**src/rtl/rfrr_pkg.sv**
```systemverilog
`timescale 1ns / 1ps

package rfrr_pkg;

    localparam int unsigned BYTE_W   = 8;
    localparam int unsigned IDX_W    = 9;
    localparam int unsigned CFG_IDX_W = 8;

    // Register reset values
    localparam logic [BYTE_W-1:0] HEADER_RESET   = 8'hA0;
    localparam logic [BYTE_W-1:0] EPC_CODE_RESET = 8'h10;

    // Configuration register indexes
    localparam logic [CFG_IDX_W-1:0] REG_HEADER_VALUE    = 8'd0;
    localparam logic [CFG_IDX_W-1:0] REG_EPC_LENGTH_CODE = 8'd1;

    // Byte positions inside a frame
    localparam logic [IDX_W-1:0] POS_HEADER       = 9'd0;
    localparam logic [IDX_W-1:0] POS_LENGTH       = 9'd1;
    localparam logic [IDX_W-1:0] POS_LEN_CODE     = 9'd6;
    localparam logic [IDX_W-1:0] POS_PC_FIRST     = 9'd7;
    localparam logic [IDX_W-1:0] POS_PC_LAST      = 9'd8;
    localparam logic [IDX_W-1:0] POS_EPC_HI_FIRST = 9'd9;
    localparam logic [IDX_W-1:0] POS_EPC_HI_LAST  = 9'd12;
    localparam logic [IDX_W-1:0] POS_EPC_LO_FIRST = 9'd13;
    localparam logic [IDX_W-1:0] POS_EPC_LO_LAST  = 9'd20;
    localparam logic [IDX_W-1:0] POS_CRC_FIRST    = 9'd21;
    localparam logic [IDX_W-1:0] POS_CRC_LAST     = 9'd22;
    localparam logic [IDX_W-1:0] POS_RSSI         = 9'd23;

    typedef enum logic [1:0] {
        STATUS_BUSY  = 2'd0,
        STATUS_GOOD  = 2'd1,
        STATUS_ERROR = 2'd2
    } status_t;

    typedef struct packed {
        logic [BYTE_W-1:0] header_value;
        logic [BYTE_W-1:0] epc_length_code;
    } rfrr_cfg_t;

    // Per-frame context: parse position, checksum and tag captures
    typedef struct packed {
        logic [IDX_W-1:0]  byte_index;
        logic [IDX_W-1:0]  end_index;
        logic [BYTE_W-1:0] running_sum;
        logic [BYTE_W-1:0] length_code_seen;
        logic [15:0]       pc;
        logic [31:0]       epc_hi;
        logic [63:0]       epc_lo;
        logic [15:0]       crc;
        logic [BYTE_W-1:0] rssi;
    } frame_ctx_t;

    typedef struct packed {
        status_t           status;
        logic              tag_valid;
        logic [15:0]       tag_pc;
        logic [31:0]       epc_upper;
        logic [63:0]       epc_lower;
        logic [15:0]       tag_crc;
        logic [BYTE_W-1:0] tag_rssi;
        logic [BYTE_W-1:0] frame_length;
    } frame_result_t;

endpackage

```
**src/rtl/rfrr_step.sv**
```systemverilog
`timescale 1ns / 1ps

module rfrr_step (
    input  rfrr_pkg::frame_ctx_t    ctx,
    input  rfrr_pkg::rfrr_cfg_t     cfg,
    input  logic [7:0]              rx_byte,
    output rfrr_pkg::frame_ctx_t    ctx_next,
    output rfrr_pkg::frame_result_t result
);
    import rfrr_pkg::*;

    // Shift one frame byte into the capture that owns its position
    function automatic frame_ctx_t capture_byte(frame_ctx_t c, logic [IDX_W-1:0] pos,
                                                logic [BYTE_W-1:0] b);
        frame_ctx_t r;
        r = c;
        if (pos == POS_LEN_CODE) begin
            r.length_code_seen = b;
        end else if (pos >= POS_PC_FIRST && pos <= POS_PC_LAST) begin
            r.pc = {c.pc[7:0], b};
        end else if (pos >= POS_EPC_HI_FIRST && pos <= POS_EPC_HI_LAST) begin
            r.epc_hi = {c.epc_hi[23:0], b};
        end else if (pos >= POS_EPC_LO_FIRST && pos <= POS_EPC_LO_LAST) begin
            r.epc_lo = {c.epc_lo[55:0], b};
        end else if (pos >= POS_CRC_FIRST && pos <= POS_CRC_LAST) begin
            r.crc = {c.crc[7:0], b};
        end else if (pos == POS_RSSI) begin
            r.rssi = b;
        end
        return r;
    endfunction

    logic [BYTE_W-1:0] sum_next;
    status_t           status;
    logic              tag;

    assign sum_next = ctx.running_sum + rx_byte;

    // Parse step
    always_comb
    begin
        ctx_next = ctx;
        status   = STATUS_BUSY;
        tag      = 1'b0;
        if (ctx.byte_index == POS_HEADER)
        begin
            ctx_next.end_index = '0;
            if (rx_byte != cfg.header_value)
            begin
                status = STATUS_ERROR;
            end
            else
            begin
                ctx_next.length_code_seen = '0;
                ctx_next.pc               = '0;
                ctx_next.epc_hi           = '0;
                ctx_next.epc_lo           = '0;
                ctx_next.crc              = '0;
                ctx_next.rssi             = '0;
                ctx_next.running_sum      = rx_byte;
                ctx_next.byte_index       = POS_LENGTH;
            end
        end
        else if (ctx.byte_index == POS_LENGTH)
        begin
            ctx_next.end_index   = {1'b0, rx_byte} + 9'd1;
            ctx_next.running_sum = sum_next;
            ctx_next.byte_index  = ctx.byte_index + 9'd1;
        end
        else if (ctx.byte_index < ctx.end_index)
        begin
            ctx_next             = capture_byte(ctx, ctx.byte_index, rx_byte);
            ctx_next.running_sum = sum_next;
            ctx_next.byte_index  = ctx.byte_index + 9'd1;
        end
        else if (ctx.byte_index == ctx.end_index)
        begin
            ctx_next             = capture_byte(ctx, ctx.byte_index, rx_byte);
            ctx_next.running_sum = sum_next;
            ctx_next.byte_index  = POS_HEADER;
            if (sum_next != '0)
            begin
                status = STATUS_ERROR;
            end
            else
            begin
                status = STATUS_GOOD;
                tag    = (ctx.end_index >= POS_RSSI) &&
                         (ctx_next.length_code_seen == cfg.epc_length_code);
            end
        end
        else
        begin
            // Length byte zero: end position already passed
            status              = STATUS_ERROR;
            ctx_next.byte_index = POS_HEADER;
        end
    end

    // Result item; tag fields read as zero without a tag
    always_comb
    begin
        result.status       = status;
        result.tag_valid    = tag;
        result.tag_pc       = tag ? ctx_next.pc     : '0;
        result.epc_upper    = tag ? ctx_next.epc_hi : '0;
        result.epc_lower    = tag ? ctx_next.epc_lo : '0;
        result.tag_crc      = tag ? ctx_next.crc    : '0;
        result.tag_rssi     = tag ? ctx_next.rssi   : '0;
        result.frame_length = (ctx_next.end_index == '0) ? '0
                            : BYTE_W'(ctx_next.end_index - 9'd1);
    end

endmodule

```
**src/rtl/rfrr_frame_receiver.sv**
```systemverilog
`timescale 1ns / 1ps

// Length-prefixed frame receiver: one received byte per transaction in, one
// result transaction out for every byte, in the cycle after it is taken. The
// frame context (position, 8-bit running sum, tag captures) is read, updated
// and written back for every byte taken, so a new byte can be taken in every
// cycle while in_stall is low; in_stall rises only while the output register
// holds a result that out_stall is holding back. Configuration writes are
// always ready and take effect on the next byte.
module rfid_reader_frame_receiver (
    input  logic        clk,
    input  logic        rst_n,
    // byte input
    input  logic        in_valid,
    output logic        in_stall,
    input  logic [7:0]  rx_byte,
    // result output
    output logic        out_valid,
    input  logic        out_stall,
    output logic [1:0]  frame_status,
    output logic        tag_valid,
    output logic [15:0] tag_pc,
    output logic [31:0] epc_upper,
    output logic [63:0] epc_lower,
    output logic [15:0] tag_crc,
    output logic [7:0]  tag_rssi,
    output logic [7:0]  frame_length,
    // configuration write
    input  logic                          cfg_valid,
    output logic                          cfg_ready,
    input  logic [rfrr_pkg::CFG_IDX_W-1:0] cfg_index,
    input  logic [7:0]                    cfg_data
);
    import rfrr_pkg::*;

    rfrr_cfg_t     cfg_reg;
    frame_ctx_t    ctx_reg;
    frame_ctx_t    ctx_next;
    frame_result_t result_next;
    frame_result_t result_reg;
    logic          out_valid_reg;
    logic          in_accept;

    assign cfg_ready = 1'b1;
    assign in_stall  = out_valid_reg && out_stall;
    assign in_accept = in_valid && !in_stall;

    rfrr_step u_step (
        .ctx      (ctx_reg),
        .cfg      (cfg_reg),
        .rx_byte  (rx_byte),
        .ctx_next (ctx_next),
        .result   (result_next)
    );

    // Configuration registers
    always_ff @(posedge clk or negedge rst_n)
    begin
        if (!rst_n)
        begin
            cfg_reg.header_value    <= HEADER_RESET;
            cfg_reg.epc_length_code <= EPC_CODE_RESET;
        end
        else if (cfg_valid && cfg_ready)
        begin
            if (cfg_index == REG_HEADER_VALUE)
                cfg_reg.header_value <= cfg_data;
            else if (cfg_index == REG_EPC_LENGTH_CODE)
                cfg_reg.epc_length_code <= cfg_data;
        end
    end

    // Frame context write-back
    always_ff @(posedge clk or negedge rst_n)
    begin
        if (!rst_n)
            ctx_reg <= '0;
        else if (in_accept)
            ctx_reg <= ctx_next;
    end

    // Output register
    always_ff @(posedge clk or negedge rst_n)
    begin
        if (!rst_n)
            out_valid_reg <= 1'b0;
        else if (in_accept)
            out_valid_reg <= 1'b1;
        else if (!out_stall)
            out_valid_reg <= 1'b0;
    end

    always_ff @(posedge clk)
    begin
        if (in_accept)
            result_reg <= result_next;
    end

    assign out_valid    = out_valid_reg;
    assign frame_status = result_reg.status;
    assign tag_valid    = result_reg.tag_valid;
    assign tag_pc       = result_reg.tag_pc;
    assign epc_upper    = result_reg.epc_upper;
    assign epc_lower    = result_reg.epc_lower;
    assign tag_crc      = result_reg.tag_crc;
    assign tag_rssi     = result_reg.tag_rssi;
    assign frame_length = result_reg.frame_length;

    // A tag report only comes with a good frame
    assert property (@(posedge clk) disable iff (!rst_n)
        (out_valid && tag_valid) |-> (frame_status == STATUS_GOOD))
        else $error("tag reported without good frame");

    // A completed or failed frame leaves the parser hunting
    assert property (@(posedge clk) disable iff (!rst_n)
        in_accept |=> ((result_reg.status == STATUS_GOOD ||
                        result_reg.status == STATUS_ERROR)
                       -> (ctx_reg.byte_index == POS_HEADER)))
        else $error("parser not back in hunt after frame end");

    // Tag fields stay zero without a tag
    assert property (@(posedge clk) disable iff (!rst_n)
        (out_valid && !tag_valid) |->
            (tag_pc == '0 && epc_upper == '0 && epc_lower == '0 &&
             tag_crc == '0 && tag_rssi == '0))
        else $error("tag fields nonzero without tag");

endmodule
```
**config.mk**
```make
export PLATFORM = sky130hd
export DESIGN_NAME = rfid_reader_frame_receiver
export DESIGN_NICKNAME = d
export VERILOG_FILES = /design/src/rtl/rfrr_pkg.sv /design/src/rtl/rfrr_step.sv /design/src/rtl/rfrr_frame_receiver.sv
export SDC_FILE = /design/constraint.sdc
export NUM_CORES = 1
export LEC_CHECK = 0
export BUFFER_PORTS_ARGS = -buffer_cell sky130_fd_sc_hd__clkbuf_2
export CORE_MARGIN = 10
export CORE_UTILIZATION = 25
export DETAILED_ROUTE_END_ITERATION = 8
export HOLD_SLACK_MARGIN = 0.15
export SYNTH_ARGS = -nofsm -noshare
export SYNTH_HDL_FRONTEND = slang
export SYNTH_HIERARCHICAL = 1
export SYNTH_SLANG_ARGS = --single-unit
```
**constraint.sdc**
```tcl
create_clock -name clk -period 4.2 [get_ports clk]
set_input_delay 0.42 -clock clk [delete_from_list [all_inputs] [get_ports clk]]
set_output_delay 0.42 -clock clk [all_outputs]
set_load 0.03 [all_outputs]
```
==> run summary, run 1 <==
Along the worst path, the maximum fanout reaches 68. The floorplan step defined a die boundary enclosing 78400 µm². The flow ran to the end, and the final reports show no timing, DRC or antenna violations. For hold timing, the worst endpoint is out_valid$_DFFE_PN0P_.

Registers take 9100 µm². The area of all placed cells without fillers was 20100 µm². The slowest stage of the critical path belongs to the cell or4b_4.

For the finished layout, the period the worst path requires is 3690 ps. The worst clock skew was 35.5 ps; the wire length on met1 was 21100 µm. The number of cells traversed by the worst hold path was 3; the global-route wire length before repair was 71100 µm. The measured slew at the worst slew-check pin came out at 987 ps. Headroom to the max-slew limit came out at 34.1%. STA classifies the critical path endpoint as a flop. The synthesized netlist cell count is 1508.

The internal power component is 8.10 mW. TritonCTS built the clock tree. The tools report the critical register-to-register path endpoint as epc_lower[16]$_DFFE_PP_. In this run the remaining antenna-violating nets after routing total 0. The count of cells along the worst register-to-register path is 9.

The number of buffers and inverters on the critical path is 1. In this run the static leakage power is 8.51 nW. The delay of the slowest critical-path stage was 610 ps. Cell area power density: 639 nW/µm². The pin count of the biggest net entering global routing came out at 92.

After synthesis, the netlist uses 65 different library cells. Combinational cells account for 35.5% of the total power. The count of cells in the finished layout, fillers not included, comes to 2582. During synthesis, Yosys emitted a total of 6 warnings. The clock sink total is 334. After clock tree synthesis, the setup repair step added 0 buffers.

In the finished design, the share of the clock period the worst path needs comes to 87.7%. At the worst endpoint, the required time is 4610 ps. The tools report the footprint of the multi-input gates as 7120 µm². The synthesized design contains 147 enable-type register cells.

The HPWL reported at the end of detailed placement is 30600 µm. The critical path is of the flop to flop type. Static timing analysis puts the maximum clock frequency at 0.271 GHz.

By area the synthesized netlist is led by dfrtp_1, edfxtp_1, mux2_2, nand2_1, a21oi_2. For the worst-skew pair, the clock arrives at the later sink with an insertion delay of 580 ps. The core region is 67200 µm². In this run the power spent charging and discharging nets is 4.76 mW.

The dominant register cell in the synthesized netlist is dfrtp_1. In this run the deepest clock path goes through 3 buffers. Among cell families on the critical path, the largest total delay comes from compound AO/OA/AOI/OAI gates. For the number of global-route vias before repair, the log shows 12000. Routed signal wires occupy layers up through met4. The critical path arrival was 4100 ps.

Counting flops with an async set or reset pin after synthesis yields a share of 56.0%. The count of buffers added on input and output ports is 177. The length of routed met3 wiring was 2190 µm; the clock buffer count from CTS was 41. STA classifies the critical path startpoint as a flop.

179 I/O pins were placed. The run gives 12200 as the via count. Setup repair after global routing left no endpoint under its margin. From synthesis to final layout, the design area changed by 19.0%. The average wire per cell in the routed design is 17.8 µm, and the number of flip-flops under the largest register name is 170. Once placement completed, the tool counted placed cells totaling 2495. The tightest min-delay check is of the input pin to flop type.

The quantity of hold-fixing buffers added after cts was 10; the clock transition at the registers of the reported paths was 60 ps. Fill cells in the final layout number 6800. The mean number of vias per cell came out at 4.72.

Number of failing setup endpoints in the final timing report: 0. The initial utilization of the core area, before any placement, comes to 25.2%. Measured along the y axis, the die boundary spans 280 µm. For the net total in the final layout, the log shows 1727.

For this block, the routed nets add up to 46000 µm of wire. The number of gates resized after CTS was 0. The root cell of the clock tree is clkbuf_16. Across the VDD grid, the largest voltage drop is 333 µV. Met2 wire length: 21900 µm. Traced cell by cell, the critical path runs through ha_1 -> a21o_1 -> a221o_1 -> or3_4 -> a2111oi_4 -> nand3_2 -> or4b_4 -> buf_12 -> a21oi_2.

When the netlist entered floorplanning its net count stood at 1560. The largest total area in the synthesized netlist belongs to dfrtp_1. Across the run, the number of max-cap violations was 0. Sequential cells were found to cover 53.8% of the synthesized design area. The overall overflow remaining after global route is 0. The relative contribution of the clock network to total power was 26.5%; the top cell type's share of synthesized area was 27.2%. The placed instances occupy a cell area of 18700 µm².

In the final layout, the share of cells above drive strength 1 is 36.2%. The initial DRC count is 894. The logs give 11.4% for the total routing resource utilization after global routing and 0.826 for the final estimated routing congestion in global placement. The first detailed-routing pass ran for 4 iterations.

Chip width: 280 µm. Final number of hold-violating endpoints: 0. The netlist area before placement is 16900 µm². Net switching is 37.0% of the power. The logs give 0 for the final count of pins violating max slew and 95 for the row count. The design draws 12.9 mW.

After routing, the total negative slack on setup checks comes to 0 ps. A synthesized cell averages 11.2 µm². Counting flops and latches in the post-synthesis netlist gives 334. The run gives 0 as the number of antenna violations at the first check in global routing. In this run the most critical hold path is launched from out_stall. Of the total power, registers draw 37.9%. The setup check on the worst reg-to-reg path leaves a slack of 510 ps.

The worst flop-to-flop path startpoint is ctx_reg[147]$_DFFE_PN0P_. For the post-detailed-route DRC marker count, the log shows 0. In this run the number of H-tree levels came out at 2.
## synth_stat cells (9+ instances only)
| library cell | n |
|---|---|
| nor4_1 | 10 |
| nand2_1 | 316 |
| edfxtp_1 | 147 |
| xnor2_1 | 13 |
| nor3_1 | 9 |
| xor2_1 | 19 |
| clkbuf_1 | 56 |
| buf_1 | 16 |
| o21ai_0 | 20 |
| a21oi_2 | 129 |
| ha_1 | 22 |
| dfrtp_1 | 184 |
| buf_12 | 11 |
| nor2_1 | 35 |
| buf_2 | 11 |
| nand3_1 | 152 |
| mux2_2 | 180 |
| inv_1 | 31 |
| a21oi_1 | 20 |
## stage by stage
step	hold WS [ps]	setup slack, ps	utilization, %
6_report	299	515	30.0
5_1_grt	291	434	30.0
4_1_cts	256	590	30.0
3_5_place_dp	495	470	27.9
3_3_place_gp	488	570	27.9
2_1_floorplan	124	438	-
## cells by family after synthesis
kind of cell / synth area share, %
XOR/XNOR: 1.66
multiplexers: 13.0
buffers and inverters: 4.36
adder cells (fa/ha/maj): 1.75
other: 0.0222
flip-flops: 53.8
AO/OA/AOI/OAI: 10.4
AND/OR/NAND/NOR: 15.0
## how the worst max path moves through the flow
stage,cells after the start,slack [ps],end,start
2_1_floorplan,6,440,ctx_reg[159]$_DFFE_PN0P_,out_valid$_DFFE_PN0P_
3_3_place_gp,10,570,epc_upper[31]$_DFFE_PP_,rx_byte[3]
3_5_place_dp,10,470,epc_upper[31]$_DFFE_PP_,rx_byte[3]
4_1_cts,9,590,epc_upper[31]$_DFFE_PP_,ctx_reg[147]$_DFFE_PN0P_
5_1_grt,9,430,epc_lower[11]$_DFFE_PP_,ctx_reg[147]$_DFFE_PN0P_
6_report,9,510,epc_lower[16]$_DFFE_PP_,ctx_reg[147]$_DFFE_PN0P_
## layout make-up
cell class | count | share of cell area [%]
inverter | 32 | 0.597
sequential | 334 | 45.2
timing repair buffer | 225 | 6.98
multi-input combinational | 1041 | 35.4
antenna | 1 | 0.0124
clock inverter | 21 | 0.796
tap | 873 | 5.43
clock buffer | 55 | 5.61
## layout by cell type, fill, tap and decap left out, drive strengths merged, types with 6 or more instances in the layout
| cell | instances |
|---|---|
| edfxtp | 147 |
| dfrtp | 184 |
| a221o | 6 |
| o22ai | 7 |
| or2 | 6 |
| nor2 | 35 |
| nor3 | 10 |
| clkinv | 16 |
| xnor2 | 13 |
| nor4 | 10 |
| nand2 | 316 |
| dlygate4sd3 | 10 |
| o21ai | 22 |
| or3 | 6 |
| xor2 | 19 |
| a21o | 6 |
| mux2 | 188 |
| inv | 35 |
| nand4 | 7 |
| nand3 | 153 |
| buf | 38 |
| clkbuf | 232 |
| a21oi | 149 |
| ha | 22 |
## metal layers
layer / GRT usage [%] / up-vias
met3: 2.10 / 54
met1: 15.2 / 6120
met4: 3.13 / 0
met5: 0 / -
li1: - / 5694
met2: 18.6 / 325
## tightest hold or removal path: cells and delay by family
kind	cells	cell delay (ps)
buffers and inverters	1	70
and+or+nand+nor	2	350
## power groups by stage
stage	clock network [mW]	logic, mW	registers [mW]
4_1_cts	3.53	4.59	4.89
3_5_place_dp	0	4.56	4.94
3_3_place_gp	0	4.38	4.90
5_1_grt	3.66	5.09	5.01
2_1_floorplan	0	3.37	4.94
6_report	3.41	4.57	4.88
Power figures use the tool's default switching activity.
==> run 2: changes to the inputs <==
Clock period 4.2 ns to 4.6 ns, I/O delays scaled along.
==> run summary, run 2 (synthesized netlist as in run 1, its figures left out) <==
The H-tree was split into 2 levels. The mean number of vias per cell is 4.74, and the area of all placed cells without fillers is 20200 µm². The tools report the number of placed instances with taps included as 2488.

The later pin in the worst-skew pair is clocked with a latency of 580 ps. Cells with a size suffix above 1 make up 36.1% of the layout. The number of global-route vias before repair was 12200; the synthesis-to-finish area growth was 19.2%. The number of buffers and inverters on the critical path is 1. Leaving out fill and tap cells, the most frequent cells in the layout are nand2_1, dfrtp_1, mux2_2. The total routing resource utilization after global routing was 11.4%; the worst clock skew was 34.9 ps.

Category of the critical setup timing path: flop to flop. The tools report the critical path arrival as 4240 ps. The run finished with clean final reports. The worst setup path is captured at a flop. Entering global routing, the biggest net connects 144 pins. Once placement finished, the instance area stood at 18700 µm². Once the floorplan was initialized, standard cells occupied 25.2% of the core. The repair_antennas step left the layout with diodes totalling 0. The root cell of the clock tree is clkbuf_16. The number of optimization iterations in the first detailed-route pass is 5, and the final estimated routing congestion in global placement is 0.850. The category of cells accounting for the largest share of critical-path delay is simple AND/OR/NAND/NOR gates. The delay of the slowest critical-path stage came out at 880 ps. For this design the ratio of total power to cell area is 591 nW/µm². The critical path goes through ha_1 -> a21o_1 -> a221o_1 -> or3_4 -> a2111oi_4 -> nand3_2 -> or4b_4 -> buf_4 -> a21oi_2.

The worst min-delay path category was input pin to flop. The logs give 0.262 GHz for the fmax and 784 ps for the final critical-path setup slack. For the pin with the worst max-slew slack, the measured transition is 1020 ps. Setup violations remaining at the end of the flow were counted as 0. The finished layout holds 2574 standard cells, fillers aside. Standard cell with the maximum stage delay on the critical path: or4b_4.

Setup repair after global routing left no endpoint under its margin. After the first detailed-routing iteration, the DRC count stood at 862. Final hold analysis gives a worst-case slack of 338 ps.

In the final routed layout, each cell accounts on average for 17.8 µm. The share of the clock period used by the worst path is 83.0%, and the number of antenna violations at the first check in global routing is 0. The initialized floorplan defines 95 standard-cell rows. Once detailed placement completed, the half-perimeter wirelength came to 30600 µm. TritonCTS built the clock tree. The number of setup buffers added after CTS is 0. Measured along the y axis, the die boundary spans 280 µm.

The peak supply drop is 322 µV. The maximum fanout along the worst path works out to 30. The floorplan step set the die width to 280 µm. In the routed design, unresolved DRC markers number 0. For this block, the via count after detailed routing is 12200. For the final number of hold-violating endpoints, the log shows 0. Before CTS, the worst setup slack after placement is 614 ps. The register cell area after layout is 9100 µm², and the clock transition at the registers of the reported paths is 60 ps.

The region available for standard cell placement spans 67200 µm². After detailed routing, the total wire length is 45900 µm. The power consumption was 11.9 mW.

The launching element type of the critical path was a flop. The tools report the I/O pin total as 179. Across the run, the number of max-cap violations was 0. Leakage power figure: 8.50 nW. The shortest clock period the worst path allows after layout is 3820 ps. Clock tree synthesis found a total of 334 sinks.

After routing, the total negative slack on setup checks comes to 0 ps. The antenna violation net count after detailed routing is 0, and the count of input and output buffers is 177. Data required time at the worst endpoint: 5020 ps. The number of flip-flops under the largest register name is 170, and the clock buffer count from CTS is 41. The filler cells instantiated in the layout total 6802. At the end of the flow the core is filled with cells to 30.0%.

The worst pin sits at a relative slew slack of 32.0%. The final count of pins violating max slew is 0, and the footprint of the multi-input gates is 7120 µm². The first global-routing pass estimated 71300 µm of wire.

The die covers 78400 µm². The tools report the net total in the final layout as 1720. The library cell used most frequently in the layout, excluding fill and tap cells, is nand2_1. The logs give 0 for the overall overflow remaining after global route and 3 for the number of buffers on the longest clock path.
-- run 2: changes by cell type in the layout (fill, tap and decap cells not counted), sizes merged --
cell	delta
clkinv	-3
bufinv	+3
clkbuf	-2
diode	-1
clkinvlp	+2
buf	-7
-- run 2: layout make-up --
class | instances | share of cell area [%]
Clock buffer | 53 | 5.57
Clock inverter | 23 | 1.30
Inverter | 32 | 0.596
Multi-Input combinational cell | 1041 | 35.3
Sequential cell | 334 | 45.1
Tap cell | 873 | 5.42
Timing Repair Buffer | 218 | 6.65
-- run 2: tightest hold or removal path, cell delays in order --
cell and delay (ps):
clkbuf_2 80, and2_1 190, or2_2 130
-- run 2: metal layers --
layer / GRT usage (%) / vias to the layer above / share of wire [%]
met4: 3.08 / 0 / 1.8
li1: - / 5680 / -
met1: 14.9 / 6140 / 44
met3: 2.14 / 58 / 5.4
met2: 19.0 / 322 / 49
met5: 0 / - / 0
-- run 2: worst paths after layout --
check | slack, ps | cells past startpoint | to | start
min reg2reg | 510 | 1 | ctx_reg[81]$_DFFE_PN0P_ | ctx_reg[81]$_DFFE_PN0P_
max | 780 | 9 | epc_upper[30]$_DFFE_PP_ | ctx_reg[147]$_DFFE_PN0P_
min | 340 | 3 | out_valid$_DFFE_PN0P_ | out_stall
min in group asynchronous | 430 | 2 | ctx_reg[43]$_DFFE_PN0P_ | rst_n
max in group asynchronous | 3020 | 3 | cfg_reg[10]$_DFFE_PN0P_ | rst_n
max reg2reg | 780 | 9 | epc_upper[30]$_DFFE_PP_ | ctx_reg[147]$_DFFE_PN0P_
-- run 2: where the power goes --
| group | total, mW | switching (mW) | internal (mW) |
|---|---|---|---|
| sequential | 4.46 | 0.558 | 3.90 |
| combinational | 4.13 | 2.43 | 1.69 |
| clock | 3.32 | 1.35 | 1.97 |
-- run 2: what timing repair did --
item	in CTS	in global routing
gates resized for setup	0	0
hold endpoints to repair	66	0
hold buffers	10	0
